==> src/hw/rtl/rwh_pkg.sv <==
`timescale 1ns / 1ps
// shared types, constants and helpers for the rolling window hash
package rwh_pkg;

  // default sizing handed to the top level
  localparam int unsigned WINDOW_MAX_DEF   = 64;
  localparam int unsigned POSITION_MAX_DEF = 65535;

  // field widths
  localparam int unsigned CHAR_W = 8;
  localparam int unsigned WS_W   = 7;
  localparam int unsigned POS_W  = 16;
  localparam int unsigned HASH_W = 33;
  localparam int unsigned BASE_W = 7;
  localparam int unsigned PW_W   = HASH_W + BASE_W;

  // reduction accumulator and radix-4 digit sequencing
  localparam int unsigned ACC_W   = 48;
  localparam int unsigned DIGITS  = 8;
  localparam int unsigned DIGIT_W = 3;

  localparam logic [HASH_W-1:0] HASH_MOD     = 33'd5463458053;
  localparam logic [BASE_W-1:0] HASH_BASE    = 7'd101;
  localparam logic [WS_W-1:0]   RESET_WINDOW = 7'd5;

  // bias that keeps the roll-out subtraction non-negative: base * 255 * modulus
  localparam int unsigned       DROP_SPAN   = 32'(HASH_BASE) * ((1 << CHAR_W) - 1);
  localparam logic [ACC_W-1:0]  DROP_OFFSET = ACC_W'(HASH_MOD) * ACC_W'(DROP_SPAN);

  typedef struct packed {
    logic [CHAR_W-1:0] char_in;
    logic              first_of_string;
  } rwh_in_t;

  typedef struct packed {
    logic [HASH_W-1:0] hash_value;
    logic [POS_W-1:0]  window_start;
  } rwh_out_t;

  typedef enum logic [3:0] {
    OP_NOP,
    OP_LOAD,
    OP_MUL,
    OP_SUM,
    OP_REDUCE,
    OP_UPDATE,
    OP_CFG,
    OP_POW,
    OP_POW_WB
  } rwh_op_e;

  typedef struct packed {
    rwh_op_e              op;
    logic [DIGIT_W-1:0]   digit;
  } rwh_cmd_t;

  typedef struct packed {
    logic emit;
    logic pow_done;
    logic pow_last;
  } rwh_status_t;

  // d * modulus * 4^j, only ever called with constant arguments
  function automatic logic [ACC_W-1:0] mod_multiple(int unsigned d, int unsigned j);
    logic [ACC_W-1:0] m;
    m = ACC_W'(HASH_MOD) * ACC_W'(d);
    return m << (2 * j);
  endfunction

  // base^n mod modulus, evaluated at elaboration for reset values
  function automatic logic [HASH_W-1:0] base_power(int unsigned n);
    logic [63:0] p;
    p = 64'd1;
    for (int unsigned i = 0; i < n; i++) begin
      p = (p * 64'(HASH_BASE)) % 64'(HASH_MOD);
    end
    return HASH_W'(p);
  endfunction

endpackage

==> src/hw/rtl/rolling_window_hash.sv <==
`timescale 1ns / 1ps
// rolling window hash: top level joining the sequencer and the datapath
//
// Rabin-Karp rolling hash over a byte stream, base 101, modulus 5463458053.
// Each accepted character updates the running hash as
// ((h - oldest * 101^(k-1)) * 101 + c) mod M, and once k characters of the
// current string have been seen a transaction carries the hash of the last
// k characters and the position of that window's first character
// (saturating at POSITION_MAX, low 16 bits shown). first_of_string restarts
// the string at the character it comes with. Between one acceptance and
// the next, a character is latched while the oldest character is read
// from the window ring, then multiplied, formed into the biased sum,
// reduced digit by digit in radix-4 by the shared modular reducer and
// written back; while an earlier result still waits, the next character
// holds at write-back until that result is taken. The result register lets
// the next character be taken while a finished hash waits. A window length
// write recomputes 101^(k-1) with the same reducer; meanwhile neither
// channel is ready. Window sizes of zero and above WINDOW_MAX are clamped
// to 1 and WINDOW_MAX. The window ring has no reset; it is only read at
// entries written in the current string.
module rolling_window_hash #(
  parameter int unsigned WINDOW_MAX   = rwh_pkg::WINDOW_MAX_DEF,
  parameter int unsigned POSITION_MAX = rwh_pkg::POSITION_MAX_DEF
) (
  input  logic                      clk_i,
  input  logic                      rst_ni,
  // character transactions
  input  logic                      in_valid_i,
  output logic                      in_ready_o,
  input  rwh_pkg::rwh_in_t          in_data_i,
  // hash transactions
  output logic                      out_valid_o,
  input  logic                      out_ready_i,
  output rwh_pkg::rwh_out_t         out_data_o,
  // window length register write
  input  logic                      cfg_valid_i,
  output logic                      cfg_ready_o,
  input  logic [rwh_pkg::WS_W-1:0]  cfg_data_i
);
  import rwh_pkg::*;

  rwh_cmd_t    cmd;
  rwh_status_t status;

  // sequencer: handshakes, digit count, result valid
  rwh_ctrl u_ctrl (
    .clk_i       (clk_i),
    .rst_ni      (rst_ni),
    .in_valid_i  (in_valid_i),
    .in_ready_o  (in_ready_o),
    .out_valid_o (out_valid_o),
    .out_ready_i (out_ready_i),
    .cfg_valid_i (cfg_valid_i),
    .cfg_ready_o (cfg_ready_o),
    .cmd_o       (cmd),
    .status_i    (status)
  );

  // datapath: ring, hash, counters and modular reducer
  rwh_datapath #(
    .WINDOW_MAX   (WINDOW_MAX),
    .POSITION_MAX (POSITION_MAX)
  ) u_datapath (
    .clk_i      (clk_i),
    .rst_ni     (rst_ni),
    .cmd_i      (cmd),
    .status_o   (status),
    .in_data_i  (in_data_i),
    .cfg_data_i (cfg_data_i),
    .out_data_o (out_data_o)
  );

endmodule

==> src/hw/rtl/rwh_ram.sv <==
`timescale 1ns / 1ps
// generic single-write, single-read ram with registered read data
module rwh_ram #(
  parameter int unsigned WIDTH = 8,
  parameter int unsigned DEPTH = 64,
  parameter int unsigned AW    = (DEPTH > 1) ? $clog2(DEPTH) : 1
) (
  input  logic             clk_i,
  input  logic             we_i,
  input  logic [AW-1:0]    waddr_i,
  input  logic [WIDTH-1:0] wdata_i,
  input  logic             re_i,
  input  logic [AW-1:0]    raddr_i,
  output logic [WIDTH-1:0] rdata_o
);

  logic [WIDTH-1:0] mem_q [DEPTH];
  logic [WIDTH-1:0] rdata_q;

  always_ff @(posedge clk_i) begin
    if (we_i) begin
      mem_q[waddr_i] <= wdata_i;
    end
    if (re_i) begin
      rdata_q <= mem_q[raddr_i];
    end
  end

  assign rdata_o = rdata_q;

endmodule

==> src/hw/rtl/rwh_ctrl.sv <==
`timescale 1ns / 1ps
// sequencer for the rolling window hash: handshakes and datapath commands
module rwh_ctrl (
  input  logic                  clk_i,
  input  logic                  rst_ni,
  input  logic                  in_valid_i,
  output logic                  in_ready_o,
  output logic                  out_valid_o,
  input  logic                  out_ready_i,
  input  logic                  cfg_valid_i,
  output logic                  cfg_ready_o,
  output rwh_pkg::rwh_cmd_t     cmd_o,
  input  rwh_pkg::rwh_status_t  status_i
);
  import rwh_pkg::*;

  typedef enum logic [3:0] {
    ST_IDLE,
    ST_MUL,
    ST_SUM,
    ST_RED,
    ST_UPD,
    ST_PCHK,
    ST_PMUL,
    ST_PRED,
    ST_PWB
  } state_e;

  state_e             state_q, state_d;
  logic [DIGIT_W-1:0] digit_q, digit_d;
  logic               out_valid_q, out_valid_d;

  assign in_ready_o  = (state_q == ST_IDLE);
  assign cfg_ready_o = (state_q == ST_IDLE) && !in_valid_i;
  assign out_valid_o = out_valid_q;

  always_comb begin
    state_d     = state_q;
    digit_d     = digit_q;
    out_valid_d = out_valid_q && !out_ready_i;
    cmd_o.op    = OP_NOP;
    cmd_o.digit = digit_q;
    unique case (state_q)
      ST_IDLE: begin
        if (in_valid_i) begin
          cmd_o.op = OP_LOAD;
          state_d  = ST_MUL;
        end else if (cfg_valid_i) begin
          cmd_o.op = OP_CFG;
          state_d  = ST_PCHK;
        end
      end
      ST_MUL: begin
        cmd_o.op = OP_MUL;
        state_d  = ST_SUM;
      end
      ST_SUM: begin
        cmd_o.op = OP_SUM;
        digit_d  = DIGIT_W'(DIGITS - 1);
        state_d  = ST_RED;
      end
      ST_RED: begin
        cmd_o.op = OP_REDUCE;
        if (digit_q == '0) begin
          state_d = ST_UPD;
        end else begin
          digit_d = digit_q - DIGIT_W'(1);
        end
      end
      ST_UPD: begin
        // wait for the output register to free up
        if (!out_valid_q || out_ready_i) begin
          cmd_o.op    = OP_UPDATE;
          out_valid_d = status_i.emit;
          state_d     = ST_IDLE;
        end
      end
      ST_PCHK: begin
        state_d = status_i.pow_done ? ST_IDLE : ST_PMUL;
      end
      ST_PMUL: begin
        cmd_o.op = OP_POW;
        digit_d  = DIGIT_W'(DIGITS - 1);
        state_d  = ST_PRED;
      end
      ST_PRED: begin
        cmd_o.op = OP_REDUCE;
        if (digit_q == '0) begin
          state_d = ST_PWB;
        end else begin
          digit_d = digit_q - DIGIT_W'(1);
        end
      end
      ST_PWB: begin
        cmd_o.op = OP_POW_WB;
        state_d  = status_i.pow_last ? ST_IDLE : ST_PMUL;
      end
      default: begin
        state_d = ST_IDLE;
      end
    endcase
  end

  always_ff @(posedge clk_i or negedge rst_ni) begin
    if (!rst_ni) begin
      state_q     <= ST_IDLE;
      digit_q     <= '0;
      out_valid_q <= 1'b0;
    end else begin
      state_q     <= state_d;
      digit_q     <= digit_d;
      out_valid_q <= out_valid_d;
    end
  end

endmodule

==> src/hw/rtl/rwh_datapath.sv <==
`timescale 1ns / 1ps
// datapath for the rolling window hash: window ring, hash state and modular reducer
module rwh_datapath #(
  parameter int unsigned WINDOW_MAX   = rwh_pkg::WINDOW_MAX_DEF,
  parameter int unsigned POSITION_MAX = rwh_pkg::POSITION_MAX_DEF
) (
  input  logic                      clk_i,
  input  logic                      rst_ni,
  input  rwh_pkg::rwh_cmd_t         cmd_i,
  output rwh_pkg::rwh_status_t      status_o,
  input  rwh_pkg::rwh_in_t          in_data_i,
  input  logic [rwh_pkg::WS_W-1:0]  cfg_data_i,
  output rwh_pkg::rwh_out_t         out_data_o
);
  import rwh_pkg::*;

  localparam int unsigned K_W       = $clog2(WINDOW_MAX + 1);
  localparam int unsigned AW        = (WINDOW_MAX > 1) ? $clog2(WINDOW_MAX) : 1;
  localparam int unsigned IW        = ((AW > K_W) ? AW : K_W) + 1;
  localparam int unsigned CMP_W     = (K_W > WS_W) ? K_W : WS_W;
  localparam int unsigned COUNT_CAP = POSITION_MAX + WINDOW_MAX;
  localparam int unsigned CNT_W     = $clog2(COUNT_CAP + 1);
  localparam int unsigned RESET_K   =
      (32'(RESET_WINDOW) > WINDOW_MAX) ? WINDOW_MAX : 32'(RESET_WINDOW);
  localparam logic [PW_W-1:0] RESET_PW =
      PW_W'(base_power(RESET_K - 1)) * PW_W'(HASH_BASE);

  // control state
  logic [K_W-1:0]    k_q, k_d;
  logic [PW_W-1:0]   pw_q, pw_d;          // base * drop power, kept unreduced
  logic [HASH_W-1:0] hash_q, hash_d;
  logic [CNT_W-1:0]  count_q, count_d;
  logic [AW-1:0]     wr_ptr_q, wr_ptr_d;
  logic [K_W-1:0]    pow_left_q, pow_left_d;

  // payload
  logic [CHAR_W-1:0] char_q, char_d;
  logic [ACC_W-1:0]  prod_q, prod_d;
  logic [PW_W-1:0]   hsum_q, hsum_d;
  logic [ACC_W-1:0]  acc_q, acc_d;
  rwh_out_t          out_q, out_d;

  logic              ram_we, ram_re;
  logic [AW-1:0]     ram_raddr;
  logic [CHAR_W-1:0] ram_rdata;

  logic [CMP_W-1:0]  ws_ext;
  logic [K_W-1:0]    cfg_k;
  logic [CNT_W-1:0]  k_cnt, count_next, start, start_sat;
  logic              drop, emit;
  logic [IW-1:0]     ptr_ext, k_ext, rd_idx;
  logic [AW-1:0]     ptr_next;
  logic [CHAR_W-1:0] drop_char;
  logic [ACC_W-1:0]  m1, m2, m3, reduced;
  logic [ACC_W:0]    sub1, sub2, sub3;

  rwh_ram #(
    .WIDTH (CHAR_W),
    .DEPTH (WINDOW_MAX),
    .AW    (AW)
  ) u_ring (
    .clk_i   (clk_i),
    .we_i    (ram_we),
    .waddr_i (wr_ptr_q),
    .wdata_i (char_q),
    .re_i    (ram_re),
    .raddr_i (ram_raddr),
    .rdata_o (ram_rdata)
  );

  always_comb begin
    // window size clamped to 1..WINDOW_MAX
    ws_ext = CMP_W'(cfg_data_i);
    if (ws_ext == '0) begin
      cfg_k = K_W'(1);
    end else if (ws_ext > CMP_W'(WINDOW_MAX)) begin
      cfg_k = K_W'(WINDOW_MAX);
    end else begin
      cfg_k = K_W'(ws_ext);
    end

    // oldest character of the window sits k places behind the write pointer
    ptr_ext = IW'(wr_ptr_q);
    k_ext   = IW'(k_q);
    if (ptr_ext >= k_ext) begin
      rd_idx = ptr_ext - k_ext;
    end else begin
      rd_idx = ptr_ext + IW'(WINDOW_MAX) - k_ext;
    end
    ram_raddr = AW'(rd_idx);
    ptr_next  = (wr_ptr_q == AW'(WINDOW_MAX - 1)) ? '0 : wr_ptr_q + AW'(1);

    k_cnt      = CNT_W'(k_q);
    drop       = (count_q >= k_cnt);
    count_next = (count_q < CNT_W'(COUNT_CAP)) ? count_q + CNT_W'(1) : count_q;
    emit       = (count_next >= k_cnt);
    start      = count_next - k_cnt;
    start_sat  = (start > CNT_W'(POSITION_MAX)) ? CNT_W'(POSITION_MAX) : start;

    drop_char = drop ? ram_rdata : '0;

    // radix-4 digit: subtract the largest of 1, 2, 3 times modulus * 4^digit
    m1 = '0;
    m2 = '0;
    m3 = '0;
    for (int unsigned j = 0; j < DIGITS; j++) begin
      if (cmd_i.digit == DIGIT_W'(j)) begin
        m1 = mod_multiple(1, j);
        m2 = mod_multiple(2, j);
        m3 = mod_multiple(3, j);
      end
    end
    sub1 = {1'b0, acc_q} - {1'b0, m1};
    sub2 = {1'b0, acc_q} - {1'b0, m2};
    sub3 = {1'b0, acc_q} - {1'b0, m3};
    if (!sub3[ACC_W]) begin
      reduced = sub3[ACC_W-1:0];
    end else if (!sub2[ACC_W]) begin
      reduced = sub2[ACC_W-1:0];
    end else if (!sub1[ACC_W]) begin
      reduced = sub1[ACC_W-1:0];
    end else begin
      reduced = acc_q;
    end

    k_d        = k_q;
    pw_d       = pw_q;
    hash_d     = hash_q;
    count_d    = count_q;
    wr_ptr_d   = wr_ptr_q;
    pow_left_d = pow_left_q;
    char_d     = char_q;
    prod_d     = prod_q;
    hsum_d     = hsum_q;
    acc_d      = acc_q;
    out_d      = out_q;
    ram_we     = 1'b0;
    ram_re     = 1'b0;

    unique case (cmd_i.op)
      OP_NOP: begin
      end
      OP_LOAD: begin
        char_d = in_data_i.char_in;
        ram_re = 1'b1;
        if (in_data_i.first_of_string) begin
          hash_d  = '0;
          count_d = '0;
        end
      end
      OP_MUL: begin
        prod_d = ACC_W'(drop_char) * ACC_W'(pw_q);
        hsum_d = PW_W'(hash_q) * PW_W'(HASH_BASE) + PW_W'(char_q);
      end
      OP_SUM: begin
        acc_d = DROP_OFFSET + ACC_W'(hsum_q) - prod_q;
      end
      OP_REDUCE: begin
        acc_d = reduced;
      end
      OP_UPDATE: begin
        hash_d   = acc_q[HASH_W-1:0];
        ram_we   = 1'b1;
        wr_ptr_d = ptr_next;
        count_d  = count_next;
        if (emit) begin
          out_d.hash_value   = acc_q[HASH_W-1:0];
          out_d.window_start = POS_W'(start_sat);
        end
      end
      OP_CFG: begin
        k_d        = cfg_k;
        pw_d       = PW_W'(HASH_BASE);
        pow_left_d = cfg_k - K_W'(1);
      end
      OP_POW: begin
        acc_d = ACC_W'(pw_q);
      end
      OP_POW_WB: begin
        pw_d       = PW_W'(acc_q[HASH_W-1:0]) * PW_W'(HASH_BASE);
        pow_left_d = pow_left_q - K_W'(1);
      end
      default: begin
      end
    endcase
  end

  assign status_o.emit     = emit;
  assign status_o.pow_done = (pow_left_q == '0);
  assign status_o.pow_last = (pow_left_q == K_W'(1));
  assign out_data_o        = out_q;

  always_ff @(posedge clk_i or negedge rst_ni) begin
    if (!rst_ni) begin
      k_q        <= K_W'(RESET_K);
      pw_q       <= RESET_PW;
      hash_q     <= '0;
      count_q    <= '0;
      wr_ptr_q   <= '0;
      pow_left_q <= '0;
    end else begin
      k_q        <= k_d;
      pw_q       <= pw_d;
      hash_q     <= hash_d;
      count_q    <= count_d;
      wr_ptr_q   <= wr_ptr_d;
      pow_left_q <= pow_left_d;
    end
  end

  always_ff @(posedge clk_i) begin
    char_q <= char_d;
    prod_q <= prod_d;
    hsum_q <= hsum_d;
    acc_q  <= acc_d;
    out_q  <= out_d;
  end

endmodule

==> config.mk <==
export PLATFORM = sky130hd
export DESIGN_NAME = rolling_window_hash
export DESIGN_NICKNAME = d
export VERILOG_FILES = /design/src/hw/rtl/rwh_pkg.sv /design/src/hw/rtl/rolling_window_hash.sv /design/src/hw/rtl/rwh_ram.sv /design/src/hw/rtl/rwh_ctrl.sv /design/src/hw/rtl/rwh_datapath.sv
export SDC_FILE = /design/constraint.sdc
export NUM_CORES = 2
export LEC_CHECK = 0
export BUFFER_PORTS_ARGS = -buffer_cell sky130_fd_sc_hd__buf_2
export CAP_MARGIN = 20
export CORE_MARGIN = 2
export CORE_UTILIZATION = 45
export DETAILED_ROUTE_END_ITERATION = 7
export MAX_ROUTING_LAYER = met4
export SKIP_LAST_GASP = 1
export SLEW_MARGIN = 0
export SYNTH_ARGS = -nofsm -noshare
export SYNTH_HDL_FRONTEND = slang
export SYNTH_SLANG_ARGS = --single-unit
==> constraint.sdc <==
create_clock -name clk_i -period 29.6 [get_ports clk_i]
set_clock_uncertainty 0.05 [all_clocks]
set_input_delay 2.96 -clock clk_i [delete_from_list [all_inputs] [get_ports clk_i]]
set_output_delay 2.96 -clock clk_i [all_outputs]
set_load 0.01 [all_outputs]
==> results.tsv <==
stage	metric	value	unit
finish	most common cell after layout, fill and taps aside	inv_1	
drt	drt drc	0	
cts	CTS tree	done	
timing	Final setup violation count	0	
die	core area	138000	µm²
finish	synth-to-layout area growth	8.62	%
global_route	first-pass GRT wire length	261000	µm
yosys	mapped cell area	62600	µm²
yosys	Post-synth EDFFs	713	
worst_hold_path	hold crit path type	flip-flop to flip-flop	
placed_design	routability cong.	0.926	
die	starting density of the core	45.4	%
critical_path	Top delay family on crit path	compound AO/OA/AOI/OAI gates	
yosys	top cells by area, synth	edfxtp_1 (34%), fa_1 (11%), ha_1 (11%)	
die	die footprint	142000	µm²
cts	CTS Root Cell	clkbuf_16	
critical_path	crit-path max cell delay	520	ps
die	Rows	136	
cts	post-CTS sizing	0	
yosys	count of distinct cell types in the synthesized netlist	103	
finish	nets	6619	
finish	most frequent cells in the layout	inv_1 (784), edfxtp_1 (713), ha_1 (527)	
cts	CTS sink count	831	
yosys	async set or reset register ratio after synthesis	14.2	%
die	I/O pin cnt	73	
yosys	Post-Synth Adder-Cell Area	21.7	%
global_route	GR Util All Layers	24.7	%
critical_path	critical-path maximum fanout	40	
timing	FMAX	114	MHz
cts	CTS HTree Levels	3	
yosys	synthesized flop and latch total	831	
yosys	syn_nets	6619	
die	Die Height	377	µm
run	number of max-cap violations	0	
cts	# Post-CTS Setup Buffers	0	
yosys	Post-synth top flop	edfxtp_1	
die	chip width	377	µm
timing	Slew headroom	23.0	%
cts	Num CTS Buffers	94	
yosys	Avg Synthesized Cell Area	10.9	µm²
cts	Hold-fix buffers, CTS	0	
drt	post-detailed-route count of antenna-violating nets	0	
cts	CTS clk-pin slew, worst paths	60	ps
run_status	status	completed	
drt	vias per cell	5.69	
finish	share of layout cells above drive strength 1	9.24	%
finish	fin area	68000	µm²
timing	RSZ-0062 raised after global routing	false	
yosys	mux cell area share after synthesis	6.03	%
timing	setup tns final	0	ps
placed_design	Post-DP HPWL	127000	µm
critical_path	Critical Path RT	29970	ps
critical_path	Bufs and invs on worst path	5	
yosys	area share of the largest cell type after synthesis	34.2	%
drt	vias	43215	
cts	CTS max path bufs	3	
global_route	vias in the first global route	43972	
yosys	cell taking the most area after synthesis	edfxtp_1	
timing	Final Hold Fails	0	
critical_path	CP Capture Type	flip-flop	
global_route	initial antenna violation count	9	
drt	DRT iter0 DRCs	3309	
yosys	simple-gate share of the synthesized area	10.8	%
timing	post-route minimum period	8730	ps
yosys	Post-Synth XOR/XNOR Area	4.18	%
global_route	grt ovf	0	
placed_design	port bufs	72	
yosys	Post-Syn Instances	5721	
timing	count of pins over their slew limit	0	
critical_path	arrival time worst endpoint	9100	ps
global_route	pin count of the biggest net entering global routing	97	
timing	Final period util	29.5	%
drt	Pre-antenna DRT Iters	8	
critical_path	kind of critical path	flip-flop to flip-flop	
yosys	largest family of logic cells by synthesized area	adder cells	
drt	Routed WL	170000	µm
timing	Worst Max-Slew Pin Slew	1150	ps
critical_path	Critical-path top delay cell	fa_1	
critical_path	CP most frequent cell	fa_1	
cts	Clk Latency, worst-skew pair	750	ps
critical_path	startpoint types	flip-flop	
yosys	post-synthesis compound-gate area fraction	12.1	%
placed_design	post-place instance area	64900	µm²
yosys	warnings from Yosys	0	
drt	Wirelength per Cell	22.3	µm
critical_path	R2R setup slack	20870	ps
yosys	sequential-to-total area share from yosys stat	39.0	%
finish	final core area utilization	49.3	%
[metrics by stage]
step / worst slack [ps] / std cells / hold slack, ps
5_1_grt: 20380 / 7599 / 454
6_report: 20870 / 7599 / 432
4_1_cts: 20890 / 7596 / 436
2_1_floorplan: 19470 / 5721 / 409
3_3_place_gp: 21040 / 7417 / 429
3_5_place_dp: 20960 / 7418 / 427
[routing by layer]
metal	wire, µm	global-route usage (%)	up-vias
met5	0	-	-
met4	5050	7.02	0
met3	9970	2.79	245
li1	-	-	20150
met1	75700	33.5	21550
met2	79000	39.3	1270
[flip-flops by register name, indices dropped and copies added (netlist names), 6 cells and up]
register	cells
u_datapath.out_data_o	49
u_datapath.pw_q	40
u_datapath.u_ring.rdata_o	8
u_datapath.prod_q	48
u_datapath.hsum_q	40
u_datapath.count_q	17
u_datapath.k_q	7
u_datapath.hash_q	33
u_datapath.wr_ptr_q	6
u_datapath.acc_q	48
u_datapath.u_ring.mem_q	512
u_datapath.char_q	8
u_datapath.pow_left_q	7
[area by class of cell]
type                            count  area [µm²]
Fill cell                       12438       69800
Timing Repair Buffer              124         797
Clock buffer                      106        2430
Tap cell                         1794        2240
Sequential cell                   831       24400
Multi-Input combinational cell   3882       34500
Inverter                          788        2960
Clock inverter                     72         668
Antenna cell                        2        5.00
[final timing paths]
check	from	to	depth (start not counted)
max	u_datapath.k_q[1]	u_datapath.prod_q[46]	33
min	u_datapath.k_q[2]	u_datapath.k_q[2]	2
max reg2reg	u_datapath.k_q[1]	u_datapath.prod_q[46]	33
min reg2reg	u_datapath.k_q[2]	u_datapath.k_q[2]	2
max in group asynchronous	rst_ni	u_datapath.hash_q[31]	2
min in group asynchronous	rst_ni	u_datapath.k_q[1]	1
[synthesized netlist by cell type, types with 33 or more instances]
library cell / count
dfrtp_1: 100
o21bai_1: 42
nand2_1: 377
ha_1: 528
nor3_1: 50
o21a_1: 33
nand4_1: 45
nor2_1: 296
o21ai_0: 304
a211oi_1: 51
nand2b_1: 51
inv_1: 784
a21o_1: 143
and2_1: 256
edfxtp_1: 713
a21oi_1: 297
fa_1: 349
clkbuf_1: 154
nand3_1: 81
mux4_2: 160
xor2_1: 95
nor2b_1: 63
xnor2_1: 202
a31oi_1: 41
[worst min-delay path, delay by kind of cell, from the launching register on]
| kind | cells | cell delay (ps) |
|---|---|---|
| AO/OA/AOI/OAI | 1 | 70 |
| flip-flops | 1 | 370 |
| AND/OR/NAND/NOR | 1 | 40 |
[logic make-up after synthesis]
kind of cell	Yosys count
adders and majority gates	877
buffers and inverters	1008
and+or+nand+nor	1362
AOI/OAI and AO/OA	1168
xor gates and xnor gates	298
DFF	831
muxes	177
Power is left out: the tool's default activity adds up to more than one toggle a clock period on the data nets, which glitch-free logic cannot reach.
